`config.mk`:
```
export PLATFORM = sky130hd
export DESIGN_NAME = fpavt_matrix
export DESIGN_NICKNAME = d
export VERILOG_FILES = /design/src/assert_macros.svh /design/src/fpavt_pkg.sv /design/src/fpavt_matrix.sv
export SDC_FILE = /design/constraint.sdc
export NUM_CORES = 1
export LEC_CHECK = 0
export BUFFER_PORTS_ARGS = -buffer_cell sky130_fd_sc_hd__buf_2
export CAP_MARGIN = 5
export CORE_UTILIZATION = 40
export DETAILED_ROUTE_END_ITERATION = 10
export PLACE_DENSITY = 0.67
export SETUP_SLACK_MARGIN = 0.15
export SYNTH_ARGS = -nofsm -noshare
export SYNTH_HDL_FRONTEND = slang
export SYNTH_SLANG_ARGS = --single-unit
```
`constraint.sdc`:
```
create_clock -name clk -period 1.27 [get_ports clk]
set_clock_uncertainty 0.05 [all_clocks]
set_input_delay 0.254 -clock clk [delete_from_list [all_inputs] [get_ports clk]]
set_output_delay 0.254 -clock clk [all_outputs]
set_load 0.01 [all_outputs]
```
`src/assert_macros.svh`:
```
// ----------------------------------------------------------------------------
// Assertion macros
// Shared concurrent assertion forms for the vertex transform RTL. Define
// NO_ASSERTIONS to compile them away.
// ----------------------------------------------------------------------------
`ifndef ASSERT_MACROS_SVH
`define ASSERT_MACROS_SVH

`ifndef NO_ASSERTIONS

// Expression must hold at every clock edge outside reset
`define ASSERT_ALWAYS(label, clk, rst, expr, msg) \
  label: assert property (@(posedge clk) disable iff (rst) (expr)) else $error(msg);

// Antecedent in one cycle implies consequent in the next
`define ASSERT_NEXT(label, clk, rst, ante, cons, msg) \
  label: assert property (@(posedge clk) disable iff (rst) (ante) |=> (cons)) else $error(msg);

// Antecedent implies consequent in the same cycle
`define ASSERT_SAME(label, clk, rst, ante, cons, msg) \
  label: assert property (@(posedge clk) disable iff (rst) (ante) |-> (cons)) else $error(msg);

`else

`define ASSERT_ALWAYS(label, clk, rst, expr, msg)
`define ASSERT_NEXT(label, clk, rst, ante, cons, msg)
`define ASSERT_SAME(label, clk, rst, ante, cons, msg)

`endif

`endif

```
`src/fpavt_pkg.sv`:
```
// ----------------------------------------------------------------------------
// fpavt_pkg
// Types and constants of the fixed-point affine vertex transform.
// ----------------------------------------------------------------------------
package fpavt_pkg;

  localparam int MAT_ROWS  = 3;
  localparam int MAT_COLS  = 4;
  localparam int VEC_COMPS = 3;
  localparam int WORD_W    = 32;
  localparam int FRAC_W    = 16;

  // Translation column of each row
  localparam logic [1:0] COL_TRANS = 2'd3;

  // Operation codes carried in tuser
  localparam logic OP_WRITE = 1'b0;
  localparam logic OP_XFORM = 1'b1;

  // Stream widths
  localparam int S_TDATA_W = 136;
  localparam int S_TUSER_W = 1;
  localparam int M_TDATA_W = 96;

  typedef logic signed [WORD_W-1:0] word_t;
  typedef word_t [MAT_COLS-1:0]     row_t;
  typedef logic [1:0]               idx_t;

  // Pipeline control shared between the merge stage and the lanes
  typedef struct packed {
    logic advance;
    logic stage_valid;
  } pipe_ctrl_t;

endpackage

```
`src/fpavt_matrix.sv`:
```
// ----------------------------------------------------------------------------
// fpavt_matrix
// Holds the 3x4 affine matrix; one entry is written per write item.
// ----------------------------------------------------------------------------
module fpavt_matrix (
  input  logic              clk,
  input  logic              rst,
  input  logic              wr_en,
  input  fpavt_pkg::idx_t   wr_row,
  input  fpavt_pkg::idx_t   wr_col,
  input  fpavt_pkg::word_t  wr_value,
  output fpavt_pkg::row_t   rows [fpavt_pkg::MAT_ROWS]
);
  import fpavt_pkg::*;

  row_t mat [MAT_ROWS];

  // Write one entry; a write to the missing fourth row is dropped
  always_ff @(posedge clk) begin
    if (rst) begin
      for (int r = 0; r < MAT_ROWS; r++) begin
        mat[r] <= '0;
      end
    end else if (wr_en) begin
      for (int r = 0; r < MAT_ROWS; r++) begin
        if (wr_row == idx_t'(r)) begin
          mat[r][wr_col] <= wr_value;
        end
      end
    end
  end

  assign rows = mat;

endmodule

```
==> results of run 1 <==
cell families after synthesis:
group         Yosys count
simple gates          437
mux                   384
flops                 384
buf+inv               119
routing by layer:
metal | routed length (um) | vias up | GRT usage (%)
met5 | 0 | - | 0
li1 | - | 5454 | -
met4 | 1970 | 0 | 11.2
met1 | 20600 | 5663 | 30.1
met2 | 23000 | 422 | 40.8
met3 | 3280 | 106 | 6.35
Yosys cell counts (all sizes together):
cell,instances
and2,2
and3,1
and3b,2
buf,63
clkbuf,56
dfxtp,384
mux2i,384
nand2,12
nand2b,416
nor2,1
nor2b,2
nor3b,1
layout by cell type (no fill, tap or decap), drive strengths merged:
master	n
and3b	2
dlygate4sd3	1
clkinv	4
buf	635
nand2b	416
nor3b	1
bufinv	3
mux2i	384
and3	1
clkbuf	66
diode	2
dfxtp	384
nor2	1
and2	2
nor2b	2
inv	1
nand2	12
area by class of cell:
type,count,area [sq um],share of cell area (%)
sequential,384,8170,34.5
timing repair buffer,637,6930,29.2
multi-input combinational,821,6590,27.8
clock buffer,65,1290,5.45
tap,468,586,2.47
clock inverter,8,119,0.502
antenna,2,5.00,0.0211
timing repair:
item | CTS | global route
setup buffers | 40 | 90
endpoints found under the hold margin | 1 | 0
hold buffers | 1 | 0
cloned | 0 | 0
setup endpoints to repair | 384 | 384
gates resized for setup | 829 | 0
power groups by stage:
stage	Combinational [mW]	Sequential (mW)	Clock (mW)
global route	2.10	12.4	13.2
global placement	1.73	12.5	0
floorplan	0.810	12.6	0
detailed placement	1.74	12.5	0
CTS	1.95	12.3	12.7
finish	2.00	12.3	12.5
worst max path at each step:
| stage | startpoint | end | slack, ns | depth (start not counted) |
|---|---|---|---|---|
| 6_report | rows[110] | rows[110] | -0.06 | 1 |
| 5_1_grt | rows[110] | rows[110] | -0.09 | 1 |
| 4_1_cts | rows[110] | rows[110] | -0.08 | 1 |
| 3_5_place_dp | wr_col[1] | rows[181] | -0.13 | 5 |
| 3_3_place_gp | wr_col[1] | rows[188] | -0.07 | 5 |
| 2_1_floorplan | wr_col[0] | rows[213] | 0.02 | 6 |
==> flow_summary.json, run 1 <==
{
  "max_stage_delay_ns": 0.36,
  "synth_area_leaders": "dfxtp_1 52%, mux2i_1 26%, nand2b_1 18%",
  "seqPwrFrac_pct": 46.0,
  "rsz0062_at_grt": "yes",
  "grt-ovfl-total": 0,
  "yosys_warnings": 0,
  "die_h_um": 195,
  "rows": 70,
  "ir_drop_uv": 905,
  "min_period_ns": 1.33,
  "nets": 1925,
  "timing.hold.ws_ns": 0.0233,
  "start_util_pct": 40.6,
  "violations": "setup timing",
  "core_area_sq_um": 36500,
  "ioPinCount": 423,
  "critPathLaunchType": "flop",
  "maxSlewViolCount": 0,
  "grt_pass1_wl_um": 71200,
  "die_w_um": 195,
  "clockBufferDepth": 3,
  "min_to": "rows[353]",
  "cp_cell_sequence": "buf_6",
  "holdCritStartpoint": "wr_value[1]",
  "crit_family": "flip-flops",
  "crit_slowest_cell": "dfxtp_2",
  "cts_root_buf": "clkbuf_16",
  "cts_buffers": 42,
  "relSlewSlack_pct": 78.8,
  "hold_viol": 0,
  "placed_cells": 2179,
  "fp.dieArea_sq_um": 37900,
  "worstSetupPathType": "reg -> out",
  "maxCapViolCount": 0,
  "dpl_worst_slack_ns": -0.132,
  "ys_ff_latch": 384,
  "hpwlAfterDp_um": 31100,
  "fin_util_pct": 64.9,
  "hold_class": "in -> reg",
  "synthMuxAreaShare_pct": 25.9,
  "cts_max_level": 2,
  "r2r_slack_ns": 0.37,
  "crit_buf_inv": 1,
  "num_vias": 11600,
  "syn_to_final_growth_pct": 59.7,
  "post_dp_cell_area_sq_um": 18400,
  "hold_depth": 3,
  "synth_xor_area_share_pct": 0,
  "cp_data_required_time_ns": 0.97,
  "yosys.area_share.adder_pct": 0,
  "internal_power_mw": 20.9,
  "fill_cells": 2620,
  "fmax_mhz": 753,
  "synthSimpleGateAreaFrac_pct": 18.3,
  "clk-insertion-delay-late_ns": 0.54,
  "cts_tree": "done",
  "globalplace.congestion": 0.807,
  "synth.avg_cell_area_sq_um": 11.2,
  "drc": 0,
  "combPwrFrac_pct": 7.4,
  "fin_ws_ns": -0.0575,
  "largest_register_ffs": 384,
  "ant_nets": 0,
  "grt_max_degree": 73,
  "syn-num-nets": 1363,
  "avgRoutedWirePerCell_um": 20.5,
  "timing.rr.start": "rows[117]",
  "switchingPower_mw": 5.98,
  "reg2reg_to": "rows[117]",
  "yosysTopAreaCellShare_pct": 51.8,
  "powerDensity_nw_per_um2": 1130,
  "syn_inst": 1324,
  "crit_arrival_ns": 1.02,
  "synth_compound_area_share_pct": 0,
  "drive_gt1_share_pct": 57.2,
  "worstMarginPinSlew_ns": 0.318,
  "finalPower_mw": 26.9,
  "fin_tns_setup_ns": -7.22,
  "viasPerCell": 4.88,
  "clkSinkCount": 384,
  "antenna_found_initial": 2,
  "yosysTopAreaCell": "dfxtp_1",
  "grt_usage_pct": 24.7,
  "first_global_vias": 11800,
  "fin_crit_sh_pct": 105,
  "drt_wl_total_um": 48900,
  "dr.pass1.iters": 4,
  "synth.distinct_cells": 15,
  "crit_fanout": 2,
  "rr_worst_depth": 4,
  "setup_viol": 384,
  "path_clk_slew_ns": 0.06,
  "finalInstanceArea_sq_um": 23700,
  "synth_top_family_by_area": "multiplexers",
  "synth_seq_area_share_pct": 51.8,
  "clock_power_share_pct": 46.6,
  "worstSetupEndpointType": "primary output",
  "io_buffers": 422,
  "instances_no_fill": 2385,
  "syn_area_sq_um": 14800,
  "drt_iter0_markers": 364,
  "power_leakage_nw": 12.1,
  "status": "finished with violations",
  "p_sw_share_pct": 22.3
}
Note: power is estimated with default switching activity, not from simulation.
==> inputs of run 2 (changes only) <==
--- a/config.mk
+++ b/config.mk
@@ -5,10 +5,11 @@
 export SDC_FILE = /design/constraint.sdc
 export NUM_CORES = 1
 export LEC_CHECK = 0
-export BUFFER_PORTS_ARGS = -buffer_cell sky130_fd_sc_hd__buf_2
+export BUFFER_PORTS_ARGS = -buffer_cell sky130_fd_sc_hd__buf_4
 export CAP_MARGIN = 5
 export CORE_UTILIZATION = 40
 export DETAILED_ROUTE_END_ITERATION = 10
+export HOLD_SLACK_MARGIN = 0.06
 export PLACE_DENSITY = 0.67
 export SETUP_SLACK_MARGIN = 0.15
 export SYNTH_ARGS = -nofsm -noshare
==> run 2 against run 1 <==
Against the previous run:
- the flow still finishes with violations (setup timing)
- hold slack improved by 0.057 ns
- die area did not move
- first-iteration DRC count rose by 16%
- sequential share of layout area barely moved
- sequential cell count did not move
- count of clock-buffer cells in the layout fell by 4
- maximum frequency rose by 1.1%
- routed wire length fell by 1.5%
- cell count did not move
- sequential power barely moved
- design area barely moved
- critical path type unchanged
- highest routed layer unchanged
==> flow_summary.json, run 2 (synthesis results as in run 1) <==
{
  "status": "finished with violations",
  "violations": "setup timing",
  "largest_register_ffs": 384,
  "hold_viol": 0,
  "num_vias": 11400,
  "grt_pass1_wl_um": 71400,
  "cts_max_level": 2,
  "min_period_ns": 1.31,
  "crit_buf_inv": 1,
  "drt_wl_total_um": 48100,
  "antenna_found_initial": 1,
  "rows": 70,
  "rsz0062_at_grt": "yes",
  "dr.pass1.iters": 4,
  "fp.dieArea_sq_um": 37900,
  "reg2reg_to": "rows[146]",
  "worstSetupPathType": "reg -> out",
  "crit_slowest_cell": "dfxtp_2",
  "power_leakage_nw": 12.0,
  "fmax_mhz": 762,
  "min_to": "rows[205]",
  "critPathLaunchType": "flop",
  "grt-ovfl-total": 0,
  "crit_fanout": 2,
  "crit_arrival_ns": 1.01,
  "syn_to_final_growth_pct": 59.6,
  "grt_util_met2_pct": 40.5,
  "timing.rr.start": "rows[146]",
  "internal_power_mw": 20.3,
  "ir_drop_uv": 992,
  "grt_max_degree": 57,
  "globalplace.congestion": 0.798,
  "instances_no_fill": 2385,
  "die_w_um": 195,
  "fill_cells": 2779,
  "diodes": 0,
  "nets": 1926,
  "worstSetupEndpointType": "primary output",
  "rr_worst_depth": 4,
  "max_stage_delay_ns": 0.36,
  "die_h_um": 195,
  "timing.hold.ws_ns": 0.0807,
  "cp_data_required_time_ns": 0.97,
  "busiest_layer": "met2",
  "start_util_pct": 40.6,
  "seqPwrFrac_pct": 46.9,
  "fin_ws_ns": -0.0425,
  "worstMarginPinSlew_ns": 0.234,
  "placed_cells": 2183,
  "maxSlewViolCount": 0,
  "io_buffers": 422,
  "core_area_sq_um": 36500,
  "clockBufferDepth": 3,
  "clock_power_share_pct": 45.3,
  "hold_class": "in -> reg",
  "relSlewSlack_pct": 84.4,
  "maxCapViolCount": 0,
  "holdCritStartpoint": "rst",
  "crit_family": "flip-flops",
  "drc": 0,
  "cp_cell_sequence": "buf_6",
  "cts_buffers": 41,
  "first_global_vias": 11600,
  "viasPerCell": 4.78,
  "clkSinkCount": 384,
  "cts_tree": "done",
  "fin_tns_setup_ns": -4.26,
  "path_clk_slew_ns": 0.06,
  "cts_root_buf": "clkbuf_16",
  "grt_usage_pct": 24.7,
  "clk-insertion-delay-late_ns": 0.53,
  "final_cell_mix": "416 x nand2b_1, 384 x mux2i_1, 384 x buf_6, 384 x dfxtp_2, 191 x buf_4",
  "r2r_slack_ns": 0.39,
  "avgRoutedWirePerCell_um": 20.2,
  "drive_gt1_share_pct": 57.1,
  "met1_usage_pct": 30.9,
  "final_common_cell": "nand2b_1",
  "switchingPower_mw": 5.97,
  "hold_depth": 3,
  "ioPinCount": 423,
  "fin_crit_sh_pct": 103,
  "met3_usage_pct": 7.22,
  "p_sw_share_pct": 22.7,
  "setup_viol": 324,
  "ant_nets": 0,
  "powerDensity_nw_per_um2": 1110,
  "drt_iter0_markers": 422,
  "hpwlAfterDp_um": 31700,
  "combPwrFrac_pct": 7.8
}
==> run 2: metrics by stage <==
step	cell area [sq um]	utilization [%]	power (mW)	setup WS, ns
floorplan	15000	-	13.4	0.0176
global placement	19500	53.3	14.4	-0.0646
detailed placement	19500	53.3	14.4	-0.117
CTS	23000	62.9	26.5	-0.0669
global route	23700	64.8	27.2	-0.0807
finish	23700	64.8	26.3	-0.0425
==> run 2: how the worst max path moves through the flow <==
stage                          from         to  slack [ns]  depth (start not counted)
final                      rows[26]   rows[26]       -0.04                          1
after global routing      rows[278]  rows[278]       -0.08                          1
after CTS                  rows[92]   rows[92]       -0.07                          1
after detailed placement  wr_col[1]    rows[9]       -0.12                          5
after global placement    wr_col[1]    rows[0]       -0.06                          5
after floorplan           wr_col[0]  rows[213]        0.02                          6
==> run 2: power groups by stage <==
| stage | Clock (mW) | Combinational [mW] | Sequential, mW |
|---|---|---|---|
| after floorplan | 0 | 0.810 | 12.6 |
| after CTS | 12.1 | 2.00 | 12.3 |
| after global placement | 0 | 1.87 | 12.6 |
| final | 11.9 | 2.05 | 12.3 |
| after detailed placement | 0 | 1.88 | 12.6 |
| after global routing | 12.7 | 2.15 | 12.4 |
==> run 2: timing repair <==
item | CTS | global route
gates resized for setup | 768 | 0
setup buffers | 31 | 96
endpoints found under the setup margin | 384 | 384
hold buffers | 2 | 0
hold endpoints to repair | 3 | 0
==> run 2: per-layer routing <==
layer | share of wire, % | wire (um)
met5 | 0 | 0
met1 | 43 | 20700
met2 | 47 | 22600
met4 | 3.0 | 1460
met3 | 6.9 | 3320
==> run 2: area by class of cell <==
class | count | area (sq um) | share of cell area [%]
sequential | 384 | 8170 | 34.5
timing repair buffer | 639 | 7010 | 29.6
multi-input combinational | 821 | 6590 | 27.8
clock buffer | 61 | 1170 | 4.95
tap | 468 | 586 | 2.47
clock inverter | 12 | 148 | 0.624
==> inputs of run 3 (changes only) <==
--- a/config.mk
+++ b/config.mk
@@ -7,10 +7,12 @@
 export LEC_CHECK = 0
 export BUFFER_PORTS_ARGS = -buffer_cell sky130_fd_sc_hd__buf_4
 export CAP_MARGIN = 5
+export CORE_ASPECT_RATIO = 1.25
 export CORE_UTILIZATION = 40
 export DETAILED_ROUTE_END_ITERATION = 10
 export HOLD_SLACK_MARGIN = 0.06
 export PLACE_DENSITY = 0.67
+export RECOVER_POWER = 25
 export SETUP_SLACK_MARGIN = 0.15
 export SYNTH_ARGS = -nofsm -noshare
 export SYNTH_HDL_FRONTEND = slang
==> run 3 against run 2 <==
Against the previous run:
- the run still ends with setup timing left
- register-to-register slack lost 0.03 ns
- critical path type unchanged
- maximum frequency is 0.76% lower
- non-clock buffer count fell by 2
==> flow_summary.json, run 3 (synthesis results as in run 1) <==
{
  "rr_worst_depth": 4,
  "die_h_um": 217,
  "min_period_ns": 1.32,
  "relSlewSlack_pct": 58.7,
  "crit_family": "flip-flops",
  "ant_nets": 0,
  "placed_cells": 2192,
  "violations": "setup timing",
  "cp_cell_sequence": "buf_6",
  "drc": 0,
  "core_area_sq_um": 36400,
  "grt_pass1_wl_um": 71000,
  "grt_usage_pct": 24.5,
  "timing.rr.start": "rows[151]",
  "status": "finished with violations",
  "worstSetupEndpointType": "primary output",
  "worstSetupPathType": "reg -> out",
  "worstMarginPinSlew_ns": 0.620,
  "fin_ws_ns": -0.0525,
  "crit_fanout": 2,
  "hpwlAfterDp_um": 32300,
  "die_w_um": 174,
  "fp.dieArea_sq_um": 37900,
  "power_leakage_nw": 11.9,
  "clk-insertion-delay-late_ns": 0.54,
  "maxCapViolCount": 0,
  "holdCritStartpoint": "wr_value[24]",
  "cts_root_buf": "clkbuf_16",
  "instances_no_fill": 2391,
  "cts_max_level": 2,
  "globalplace.congestion": 0.787,
  "nets": 1922,
  "maxSlewViolCount": 0,
  "final_common_cell": "nand2b_1",
  "num_vias": 11400,
  "antenna_found_initial": 0,
  "hold_viol": 0,
  "syn_to_final_growth_pct": 58.1,
  "ir_drop_uv": 890,
  "largest_register_ffs": 384,
  "crit_start": "rows[288]",
  "timing.hold.ws_ns": 0.118,
  "max_stage_delay_ns": 0.36,
  "ioPinCount": 423,
  "cts_tree": "done",
  "drt_iter0_markers": 509,
  "cts_buffers": 39,
  "r2r_slack_ns": 0.36,
  "diodes": 0,
  "start_util_pct": 40.7,
  "dpl_worst_slack_ns": -0.118,
  "hold_class": "in -> reg",
  "fin_crit_sh_pct": 104,
  "rows": 78,
  "io_buffers": 422,
  "final_cell_mix": "416 x nand2b_1, 384 x mux2i_1, 384 x buf_6",
  "powerDensity_nw_per_um2": 1110,
  "clockBufferDepth": 3,
  "fin_tns_setup_ns": -3.92,
  "grt_max_degree": 55,
  "drt_wl_total_um": 48200,
  "fmax_mhz": 756,
  "worstSetupPathDepth": 1,
  "drive_gt1_share_pct": 56.7,
  "avgRoutedWirePerCell_um": 20.2,
  "crit_slowest_cell": "dfxtp_4",
  "dr.pass1.iters": 4,
  "critPathLaunchType": "flop",
  "crit_buf_inv": 1,
  "setup_viol": 362,
  "crit_arrival_ns": 1.02,
  "endpoint": "rows[288]",
  "path_clk_slew_ns": 0.06,
  "cp_data_required_time_ns": 0.97,
  "first_global_vias": 11600,
  "viasPerCell": 4.78,
  "clkSinkCount": 384,
  "reg2reg_to": "rows[151]",
  "rsz0062_at_grt": "yes",
  "fin_util_pct": 64.4,
  "grt-ovfl-total": 0
}
-- run 3: metrics by stage --
step	cell area [sq um]	total power [mW]
2_1_floorplan	15000	13.4
3_3_place_gp	19400	14.4
3_5_place_dp	19400	14.4
4_1_cts	23000	26.2
5_1_grt	23500	26.9
6_report	23500	26.0
-- run 3: worst min-delay path by stage --
| stage | endpoint | slack, ns | depth (start not counted) |
|---|---|---|---|
| global placement | rows[19] | 0.41 | 2 |
| finish | rows[216] | 0.12 | 4 |
| CTS | rows[216] | 0.10 | 4 |
| floorplan | rows[359] | 0.40 | 2 |
| global route | rows[365] | 0.13 | 4 |
| detailed placement | rows[53] | 0.42 | 2 |
-- run 3: tightest hold or removal path: cells and delay by family --
kind          cells  cell delay, ns
buf+inv           2            0.24
mux               1            0.05
simple gates      1            0.13
-- run 3: timing repair --
item                                    4_1_cts  5_1_grt
setup buffers                                38       91
endpoints found under the setup margin      384      384
endpoints found under the hold margin         1        0
resized for setup                           769        0
hold buffers                                  1        0
-- run 3: final cells by class --
class	count	area (sq um)
Fill cell	2801	12900
Sequential cell	384	8170
Timing Repair Buffer	637	6820
Multi-Input combinational cell	821	6570
Clock buffer	57	1140
Tap cell	480	601
Clock inverter	12	150
-- run 3: metal layers --
layer	up-vias	global-route usage, %	wire length (um)	share of wire, %
met4	0	8.83	1460	3.0
met3	69	6.41	2880	6.0
met1	5593	26.7	18600	39
met2	323	45.1	25300	52
met5	-	0	0	0
li1	5443	-	-	-
-- run 3: power breakdown --
group          internal, mW  switching [mW]
Sequential             12.2           0.117
Combinational          1.09           0.909
Clock                  6.88            4.83
Total                  20.2            5.86
