==> config.mk <==
export PLATFORM = sky130hd
export DESIGN_NAME = fpavt_merge
export DESIGN_NICKNAME = d
export VERILOG_FILES = /design/src/assert_macros.svh /design/src/fpavt_pkg.sv /design/src/fpavt_merge.sv
export SDC_FILE = /design/constraint.sdc
export NUM_CORES = 1
export LEC_CHECK = 0
export ABC_AREA = 0
export BUFFER_PORTS_ARGS = -buffer_cell sky130_fd_sc_hd__buf_4
export CORE_MARGIN = 1
export CORE_UTILIZATION = 44
export CTS_CLUSTER_DIAMETER = 40
export DETAILED_ROUTE_END_ITERATION = 6
export PLACE_DENSITY = 0.82
export SLEW_MARGIN = 20
export SYNTH_ARGS = -nofsm -noshare
export SYNTH_HDL_FRONTEND = slang
export SYNTH_SLANG_ARGS = --single-unit
==> constraint.sdc <==
create_clock -name clk -period 9.35 [get_ports clk]
set_input_delay 0.4675 -clock clk [delete_from_list [all_inputs] [get_ports clk]]
set_output_delay 0.4675 -clock clk [all_outputs]
set_load 0.05 [all_outputs]
==> src/assert_macros.svh <==
// ----------------------------------------------------------------------------
// Assertion macros
// Shared concurrent assertion forms for the vertex transform RTL. Define
// NO_ASSERTIONS to compile them away.
// ----------------------------------------------------------------------------
`ifndef ASSERT_MACROS_SVH
`define ASSERT_MACROS_SVH

`ifndef NO_ASSERTIONS

// Expression must hold at every clock edge outside reset
`define ASSERT_ALWAYS(label, clk, rst, expr, msg) \
  label: assert property (@(posedge clk) disable iff (rst) (expr)) else $error(msg);

// Antecedent in one cycle implies consequent in the next
`define ASSERT_NEXT(label, clk, rst, ante, cons, msg) \
  label: assert property (@(posedge clk) disable iff (rst) (ante) |=> (cons)) else $error(msg);

// Antecedent implies consequent in the same cycle
`define ASSERT_SAME(label, clk, rst, ante, cons, msg) \
  label: assert property (@(posedge clk) disable iff (rst) (ante) |-> (cons)) else $error(msg);

`else

`define ASSERT_ALWAYS(label, clk, rst, expr, msg)
`define ASSERT_NEXT(label, clk, rst, ante, cons, msg)
`define ASSERT_SAME(label, clk, rst, ante, cons, msg)

`endif

`endif

==> src/fpavt_pkg.sv <==
// ----------------------------------------------------------------------------
// fpavt_pkg
// Types and constants of the fixed-point affine vertex transform.
// ----------------------------------------------------------------------------
package fpavt_pkg;

  localparam int MAT_ROWS  = 3;
  localparam int MAT_COLS  = 4;
  localparam int VEC_COMPS = 3;
  localparam int WORD_W    = 32;
  localparam int FRAC_W    = 16;

  // Translation column of each row
  localparam logic [1:0] COL_TRANS = 2'd3;

  // Operation codes carried in tuser
  localparam logic OP_WRITE = 1'b0;
  localparam logic OP_XFORM = 1'b1;

  // Stream widths
  localparam int S_TDATA_W = 136;
  localparam int S_TUSER_W = 1;
  localparam int M_TDATA_W = 96;

  typedef logic signed [WORD_W-1:0] word_t;
  typedef word_t [MAT_COLS-1:0]     row_t;
  typedef logic [1:0]               idx_t;

  // Pipeline control shared between the merge stage and the lanes
  typedef struct packed {
    logic advance;
    logic stage_valid;
  } pipe_ctrl_t;

endpackage

==> src/fpavt_merge.sv <==
// ----------------------------------------------------------------------------
// fpavt_merge
// Gathers the lane sums into one result item and holds it in the output
// register; drives the pipeline advance.
// ----------------------------------------------------------------------------
module fpavt_merge (
  input  logic                              clk,
  input  logic                              rst,
  input  logic                              in_xform,
  input  fpavt_pkg::word_t                  sums [fpavt_pkg::MAT_ROWS],
  output fpavt_pkg::pipe_ctrl_t             ctrl,
  output logic                              m_tvalid,
  input  logic                              m_tready,
  output logic [fpavt_pkg::M_TDATA_W-1:0]   m_tdata
);
  import fpavt_pkg::*;

  logic stage_valid;
  logic out_valid;
  logic out_free;
  logic [M_TDATA_W-1:0] out_data;

  assign out_free     = !out_valid || m_tready;
  assign ctrl.advance = !stage_valid || out_free;
  assign ctrl.stage_valid = stage_valid;

  // Advance the product stage and the output register
  always_ff @(posedge clk) begin
    if (rst) begin
      stage_valid <= 1'b0;
      out_valid   <= 1'b0;
    end else begin
      if (ctrl.advance) begin
        stage_valid <= in_xform;
      end
      if (out_free) begin
        out_valid <= stage_valid;
      end
    end
  end

  // Pack out_x, out_y, out_z from the lowest bits up
  always_ff @(posedge clk) begin
    if (out_free && stage_valid) begin
      for (int r = 0; r < MAT_ROWS; r++) begin
        out_data[r*WORD_W +: WORD_W] <= sums[r];
      end
    end
  end

  assign m_tvalid = out_valid;
  assign m_tdata  = out_data;

endmodule
==> impl_metrics.py, run 1 <==
metrics = {
    "critical_path": {
        "rrSetupSlack_ps": 7660,
        "cp-end-kind": "register",
        "setup.worst_path.class": "register to register",
        "critPathLaunchType": "register",
        "cp_max_fo": 52,
        "critPathArrivalTime_ps": 1720,
        "cp.required_ps": 9380,
    },
    "clock_tree": {
        "root_buffer": "clkbuf_8",
        "clk_pin_slew_ps": 90,
        "clock-sinks": 98,
        "cts-hold-fix-buffers": 0,
        "htreeDepth": 3,
        "numCtsBuffers": 9,
        "cts_resized": 0,
        "cts_setup_buffers": 0,
        "cts_max_path_buffers": 2,
        "clock_latency_ps": 340,
        "cts_tree": "done",
    },
    "cells_and_area": {
        "nNetsFinal": 415,
        "register_area_mm2": 0.00292,
        "finalInstanceArea_mm2": 0.00477,
        "antenna_cells": 0,
        "syn_to_final_growth_pct": 60.0,
        "multiInputGateArea_um2": 48.8,
        "fillCellCount": 395,
        "drive_above_1_share_pct": 67.4,
        "fin_cells": 396,
    },
    "power": {
        "p_total_w": 0.000910,
        "power_density_mw_per_mm2": 191,
        "p_seq_share_pct": 56.3,
        "p_leak_nw": 2.00,
        "intPower_w": 0.000678,
        "p_sw_w": 0.000232,
        "sw_frac_of_total_pct": 25.5,
        "vdd_drop_max_mv": 0.135,
        "pwr-share-comb_pct": 15.4,
        "clkPwrFrac_pct": 28.3,
    },
    "logic_synthesis": {
        "ys_seq_elements": 98,
        "synthTopCellsByArea": "edfxtp_1 (97%), dfxtp_1 (1.3%), nand3b_4 (0.67%)",
        "synth_warnings": 0,
        "synth_fp_nets": 206,
        "yosys.area.top_type": "edfxtp_1",
        "yosysSeqAreaShare_pct": 97.9,
        "yosys.area.top_type_share_pct": 96.6,
        "synth_area_mm2": 0.00298,
        "synth_cells": 106,
        "avgSynthCellArea_um2": 28.2,
        "synth_cell_types": 9,
    },
    "detailed_routing": {
        "drt_iter0_drc": 91,
        "route.detailed.drc": 10,
        "routedWlPerCell_um": 18.7,
        "drt_wl_total_um": 7410,
        "num_vias": 1860,
        "avgViaCountPerCell": 4.70,
        "ant_nets": 0,
        "firstDrtPassIters": 6,
    },
    "place": {
        "placed_area_mm2": 0.00456,
        "place_congestion": 0.767,
        "io_buffer_count": 198,
        "place_inst": 380,
        "dp_hpwl_um": 5510,
    },
    "timing": {
        "period_needed_ps": 1690,
        "rsz0062_at_grt": "false",
        "skew_ps": 7.94,
        "tightest_slew_ps": 588,
        "max_freq_mhz": 592,
        "hold_ws_ps": 267,
        "maxSlewViolCount": 0,
        "final-setup-viol-count": 0,
        "hold_viol_final": 0,
        "max_slew_margin_pct": 60.8,
        "finalSetupTns_ps": 0,
        "post-route-period-util_pct": 18.1,
    },
    "floorplan": {
        "ioPinCount": 199,
        "die_area_mm2": 0.00712,
        "die_y_um": 84.4,
        "initial_utilization_pct": 46.2,
        "rows": 29,
        "die_width_um": 84.4,
        "coreArea_mm2": 0.00646,
    },
    "global_route": {
        "grt_max_degree": 97,
        "grtUsageTotal_pct": 20.7,
        "grt-ovfl-total": 0,
        "first_global_vias": 1977,
        "antenna_found_initial": 0,
        "grt_pass1_wl_um": 10300,
    },
    "outcome": {
        "violations": "design-rule violations",
        "status": "finished, violations left",
    },
    "flow_run": {
        "drv_cap": 0,
    },
    "hold_path": {
        "min_path_type": "input pin to register",
    },
}
[cell usage in the layout (no fill, tap or decap)]
| cell | instances |
|---|---|
| buf_4 | 198 |
| edfxtp_1 | 96 |
| clkbuf_8 | 9 |
| clkinvlp_4 | 3 |
| inv_1 | 2 |
| dfxtp_1 | 2 |
| nand3b_4 | 1 |
| nand2b_1 | 1 |
| and2_4 | 1 |
| a21oi_2 | 1 |
| a21oi_1 | 1 |
| clkinv_1 | 1 |
| bufinv_16 | 1 |
| clkbuf_1 | 1 |
| buf_16 | 1 |
[path summary, 6_finish.rpt]
check             cells past startpoint     endpoint        start
setup / recovery                      3  m_tdata[93]     m_tvalid
hold / removal                        2  stage_valid          rst
setup reg to reg                      3  m_tdata[93]     m_tvalid
hold reg to reg                       2     m_tvalid  stage_valid
[metal layers]
metal	share of wire (%)	global-route usage (%)	up-vias
met2	55	38.2	108
li1	-	-	836
met4	3.4	12.0	0
met1	32	19.2	898
met5	0	0	-
met3	9.6	8.16	18
[cell type report]
class / count / share of cell area (%)
flip-flops and latches: 98 / 61.2
multi-input cells: 5 / 1.02
inverters: 2 / 0.157
repair buffers: 199 / 31.7
clock inverters: 5 / 1.18
well taps: 77 / 2.02
clock buffers: 10 / 2.67
[registers in the layout, indices dropped and copies added, names as in the netlist]
name	flops
m_tdata	96
stage_valid	1
m_tvalid	1
[cell families after synthesis]
logic type	after synthesis	synth area share, %
AND/OR/NAND/NOR	3	1.09
AO/OA/AOI/OAI	2	0.461
flip-flops	98	97.9
buffers and inverters	3	0.503
[worst max-delay path, cell delays in order (launching register included)]
cell and delay (ps):
dfxtp_1 360, nand2b_1 110, and2_4 540, buf_16 320
[stage by stage]
| stage | utilization (%) | setup slack (ps) |
|---|---|---|
| 3_3_place_gp | 70.6 | 7340 |
| 3_5_place_dp | 70.6 | 7290 |
| 4_1_cts | 73.5 | 7510 |
| 6_report | 73.9 | 7660 |
| 2_1_floorplan | - | 5970 |
| 5_1_grt | 73.9 | 7590 |
[synth_stat cells, drive strengths merged]
library cell	instances
dfxtp	2
nand2b	1
edfxtp	96
a21oi	2
nand3b	1
inv	2
and2	1
buf	1
[power groups by stage]
| stage | Sequential [W] | Clock [W] | Combinational (W) |
|---|---|---|---|
| after global routing | 0.000514 | 0.000279 | 0.000144 |
| final | 0.000512 | 0.000258 | 0.000140 |
| after CTS | 0.000513 | 0.000265 | 0.000139 |
| after global placement | 0.000521 | 0 | 0.000137 |
| after floorplan | 0.000590 | 0 | 0.00000902 |
| after detailed placement | 0.000522 | 0 | 0.000139 |
Power figures use the tool's default switching activity.
==> inputs of run 2 (changes only) <==
- ABC_AREA: 0 -> 1
- CORE_UTILIZATION: 44 -> 41
- PLACE_DENSITY: 0.82 -> 0.77
- clock period: 9.35 -> 1.6 ns (I/O delays scaled with it)
==> impl_metrics.py, run 2 <==
metrics = {
    "outcome": {
        "status": "finished, final reports clean",
    },
    "detailed_routing": {
        "route.detailed.drc": 0,
        "num_vias": 2357,
        "firstDrtPassIters": 4,
        "drt_wl_total_um": 10600,
        "drt_iter0_drc": 151,
        "routedWlPerCell_um": 20.4,
        "ant_nets": 0,
        "avgViaCountPerCell": 4.54,
    },
    "cells_and_area": {
        "drive_above_1_share_pct": 52.4,
        "fillCellCount": 345,
        "syn_to_final_growth_pct": 95.5,
        "nNetsFinal": 517,
        "final_cell_mix": "buf_4 (199), dlygate4sd3_1 (98), edfxtp_1 (96)",
        "fin_cells": 519,
        "multiInputGateArea_um2": 43.8,
        "final_common_cell": "buf_4",
        "register_area_mm2": 0.00293,
        "largest_reg_flops": 96,
    },
    "critical_path": {
        "worstReg2RegEnd": "m_tdata[90]",
        "timing.rr.start": "stage_valid",
        "worstSetupEndpoint": "m_tdata[90]",
        "crit_chain": "inv_1 -> a21oi_4 -> buf_4",
        "setup.worst_path.class": "register to register",
        "critPathSlowestCell": "dfxtp_1",
        "critPathArrivalTime_ps": 1440,
        "rrSetupSlack_ps": 210,
        "slowest_delay_ps": 370,
        "cpLargestDelayFamily": "buffers and inverters",
        "cp.required_ps": 1650,
        "critPathLaunchType": "register",
        "worst-path-stages": 3,
        "cp-end-kind": "register",
        "cp_max_fo": 14,
        "worst_r2r_path_depth": 3,
        "crit_start": "stage_valid",
        "worstPathBufferInverterCount": 2,
    },
    "flow_run": {
        "drv_cap": 0,
    },
    "power": {
        "power_density_mw_per_mm2": 956,
        "p_leak_nw": 2.42,
        "vdd_drop_max_mv": 0.537,
    },
    "timing": {
        "final-setup-viol-count": 0,
        "setup_slack_ps": 206,
        "skew_ps": 21.5,
        "post-route-period-util_pct": 87.1,
        "max_slew_margin_pct": 74.8,
        "rsz0062_at_grt": "false",
        "maxSlewViolCount": 0,
        "period_needed_ps": 1390,
        "max_freq_mhz": 717,
        "hold_viol_final": 0,
        "hold_ws_ps": 53.8,
        "tightest_slew_ps": 377,
    },
    "global_route": {
        "antenna_found_initial": 1,
        "grt_max_degree": 33,
        "grt-ovfl-total": 0,
        "grtUsageTotal_pct": 28.6,
        "grt_pass1_wl_um": 14900,
        "first_global_vias": 2541,
    },
    "logic_synthesis": {
        "avgSynthCellArea_um2": 27.8,
        "synth_cell_types": 8,
        "synthTopCellsByCount": "edfxtp_1 (96), inv_1 (3), a21oi_1 (2), dfxtp_1 (2)",
        "synth_cells": 107,
        "yosys.area.top_type": "edfxtp_1",
        "ys.flop_type": "edfxtp_1",
        "synth.most_common_cell": "edfxtp_1",
        "synth_area_mm2": 0.00297,
        "yosys.area.top_type_share_pct": 96.9,
        "ys_seq_elements": 98,
        "async_flop_share_pct": 0,
        "yosysSeqAreaShare_pct": 98.3,
        "synth_fp_nets": 207,
        "synth_warnings": 0,
        "synthTopCellsByArea": "edfxtp_1 (97%), dfxtp_1 (1.3%), inv_1 (0.38%)",
        "synth_edf_count": 96,
    },
    "floorplan": {
        "coreArea_mm2": 0.00691,
        "ioPinCount": 199,
        "rows": 30,
        "initial_utilization_pct": 43.1,
        "die_width_um": 87.2,
        "die_area_mm2": 0.00760,
        "die_y_um": 87.2,
    },
    "clock_tree": {
        "clk_pin_slew_ps": 90,
        "root_buffer": "clkbuf_8",
        "clock_latency_ps": 360,
        "cts_max_path_buffers": 2,
        "htreeDepth": 3,
        "cts_tree": "done",
        "clock-sinks": 98,
        "numCtsBuffers": 9,
        "cts_resized": 0,
    },
    "place": {
        "io_buffer_count": 198,
        "place_inst": 404,
        "dpl_worst_slack_ps": 211,
        "place_congestion": 0.713,
        "dp_hpwl_um": 5910,
    },
    "hold_path": {
        "min_path_type": "input pin to register",
    },
}
run 2: repair_timing:
item                       CTS  global route
setup buffers                0             0
setup endpoints to repair    0             0
hold endpoints to repair    98             0
hold buffers                98             0
run 2: power breakdown:
group | switching [W] | internal [W]
sequential | 0.0000476 | 0.00296
combinational | 0.000599 | 0.000462
clock | 0.000912 | 0.000581
run 2: worst min path at each step:
stage | from | end | slack, ps | depth (start not counted)
floorplan | rst | m_tvalid | 140 | 1
global placement | rst | m_tvalid | 240 | 2
detailed placement | rst | m_tvalid | 250 | 2
CTS | m_tready | m_tvalid | 40 | 4
global route | m_tready | m_tvalid | 60 | 4
finish | m_tready | m_tvalid | 50 | 4
run 2: per-stage QoR:
step                area [um^2]  utilization, %  power (W)  setup TNS (ps)
floorplan                  2990               -    0.00349          -84250
global placement           4660            67.4    0.00387               0
detailed placement         4660            67.4    0.00389               0
CTS                        5810            84.2    0.00551               0
global route               5820            84.2    0.00573               0
finish                     5820            84.2    0.00556               0
run 2: cell type report:
type	instances	share of cell area [%]
sequential	98	50.3
timing repair buffer	300	43.6
clock buffer	9	2.13
tap	96	2.07
clock inverter	7	0.904
multi-input combinational	5	0.753
inverter	3	0.194
antenna	1	0.0430
run 2: logic make-up (layout without fill, tap and decap cells):
logic type      Yosys count  after routing  synth area share [%]
flops                    98             98                  98.3
buf+inv                   4            319                 0.631
compound gates            3              3                 0.631
simple gates              2              2                 0.463
other cells               0              1                     0
run 2: routing by layer:
metal	global-route usage, %	up-vias	part of all wire [%]
li1	-	1044	-
met1	35.0	1133	38
met2	48.6	154	52
met3	6.73	26	7.7
met4	12.8	0	2.8
met5	0	-	0
run 2: worst min-delay path: cells and delay by family:
family,cells,cell delay [ps]
buffers and inverters,2,150
AND/OR/NAND/NOR,1,80
AO/OA/AOI/OAI,1,50
==> inputs of run 3 (changes only) <==
- CORE_UTILIZATION: 41 -> 44
- PLACE_DENSITY: 0.77 -> 0.82
- clock period: 1.6 -> 1.7 ns (I/O delays scaled with it)
==> impl_metrics.py, run 3 (synthesis results as in run 2) <==
metrics = {
    "clock_tree": {
        "numCtsBuffers": 9,
        "cts_setup_buffers": 0,
        "root_buffer": "clkbuf_8",
        "clock_latency_ps": 370,
        "clk_pin_slew_ps": 110,
        "clock-sinks": 98,
        "cts_tree": "done",
        "htreeDepth": 3,
        "cts_max_path_buffers": 2,
        "cts_resized": 0,
    },
    "detailed_routing": {
        "firstDrtPassIters": 7,
        "routedWlPerCell_um": 24.0,
        "ant_nets": 0,
        "avgViaCountPerCell": 4.92,
        "route.detailed.drc": 15,
        "drt_iter0_drc": 186,
        "drt_wl_total_um": 11900,
        "num_vias": 2447,
    },
    "cells_and_area": {
        "final_cell_mix": "buf_4 (199), dlygate4sd3_1 (98), edfxtp_1 (96)",
        "nNetsFinal": 515,
        "antenna_cells": 0,
        "drive_above_1_share_pct": 52.1,
        "fin_cells": 497,
        "largest_reg_flops": 96,
        "final_common_cell": "buf_4",
        "syn_to_final_growth_pct": 93.0,
        "finalInstanceArea_mm2": 0.00574,
    },
    "timing": {
        "rsz0062_at_grt": "false",
        "finalSetupTns_ps": 0,
        "skew_ps": 25.1,
        "hold_viol_final": 0,
        "tightest_slew_ps": 378,
        "final-setup-viol-count": 0,
        "max_slew_margin_pct": 74.8,
        "maxSlewViolCount": 0,
        "max_freq_mhz": 693,
        "post-route-period-util_pct": 84.9,
        "period_needed_ps": 1440,
    },
    "global_route": {
        "grtUsageMet3_pct": 11.7,
        "grtUsageTotal_pct": 35.3,
        "grt_max_degree": 74,
        "grt_pass1_wl_um": 16800,
        "busiest_layer": "met2",
        "grt.met1_usage_pct": 39.4,
        "grtUsageMet2_pct": 59.9,
        "first_global_vias": 2803,
        "antenna_found_initial": 0,
        "grt-ovfl-total": 0,
    },
    "floorplan": {
        "initial_utilization_pct": 46.3,
        "die_y_um": 84.2,
        "coreArea_mm2": 0.00642,
        "ioPinCount": 199,
        "die_area_mm2": 0.00709,
        "rows": 29,
        "die_width_um": 84.2,
    },
    "critical_path": {
        "cp-end-kind": "register",
        "critPathLaunchType": "register",
        "cp_max_fo": 73,
        "critPathArrivalTime_ps": 1460,
        "setup.worst_path.class": "register to register",
        "cp.required_ps": 1720,
    },
    "power": {
        "pwr-share-comb_pct": 19.1,
        "sw_frac_of_total_pct": 28.6,
        "p_seq_share_pct": 54.1,
        "intPower_w": 0.00374,
        "clkPwrFrac_pct": 26.8,
        "p_sw_w": 0.00150,
        "p_leak_nw": 2.40,
        "vdd_drop_max_mv": 0.748,
        "power_density_mw_per_mm2": 913,
    },
    "place": {
        "io_buffer_count": 198,
        "dp_hpwl_um": 5570,
        "place_inst": 383,
        "placed_area_mm2": 0.00459,
        "place_congestion": 0.730,
    },
    "outcome": {
        "violations": "design-rule violations",
        "status": "finished, violations left",
    },
    "hold_path": {
        "min_path_type": "input pin to register",
    },
    "flow_run": {
        "drv_cap": 0,
    },
}
[run 3: cell count changes in the layout (fill, tap and decap cells not counted), sizes merged]
cell / delta
diode: -1
clkinvlp: -1
inv: -2
buf: -2
clkinv: +3
[run 3: final cells by class]
cell class,instances,area (um^2)
clock buffer,9,124
clock inverter,7,43.8
fill,236,682
inverter,3,11.3
multi-input combinational,5,43.8
sequential,98,2930
tap,77,96.3
timing repair buffer,298,2490
[run 3: what timing repair did]
| action | CTS | global route |
|---|---|---|
| hold buffers | 98 | 0 |
| hold endpoints to repair | 98 | 0 |
| endpoints found under the setup margin | 0 | 0 |
[run 3: per-stage QoR]
step	hold WS, ps	util (%)	setup slack, ps	total power, W
after global routing	89.2	89.4	237	0.00537
final	78.1	89.4	256	0.00524
after detailed placement	263	71.5	385	0.00364
after CTS	34.6	89.4	365	0.00512
after global placement	252	71.5	414	0.00363
after floorplan	144	-	-778	0.00329
[run 3: power groups by stage]
stage                     Sequential, W  Clock [W]  Combinational [W]
final                           0.00283    0.00140            0.00100
after global routing            0.00284    0.00150            0.00103
after CTS                       0.00282    0.00134           0.000961
after detailed placement        0.00287          0           0.000774
after global placement          0.00286          0           0.000762
after floorplan                 0.00324          0          0.0000517
[run 3: critical path, cell delays in order, from the launching register on]
cell	delay (ps)
dfxtp_1	400
inv_1	120
a21oi_4	180
buf_12	340
[run 3: worst paths after layout]
check | to | from | cells after the start | slack (ps)
max | m_tdata[49] | stage_valid | 3 | 260
min | m_tvalid | m_tready | 4 | 80
max reg2reg | m_tdata[49] | stage_valid | 3 | 260
min reg2reg | m_tvalid | m_tvalid | 2 | 570
[run 3: layer usage]
| metal | part of all wire [%] | wire [um] |
|---|---|---|
| met4 | 4.2 | 498 |
| met1 | 35 | 4160 |
| met5 | 0 | 0 |
| met2 | 51 | 6120 |
| met3 | 9.7 | 1160 |
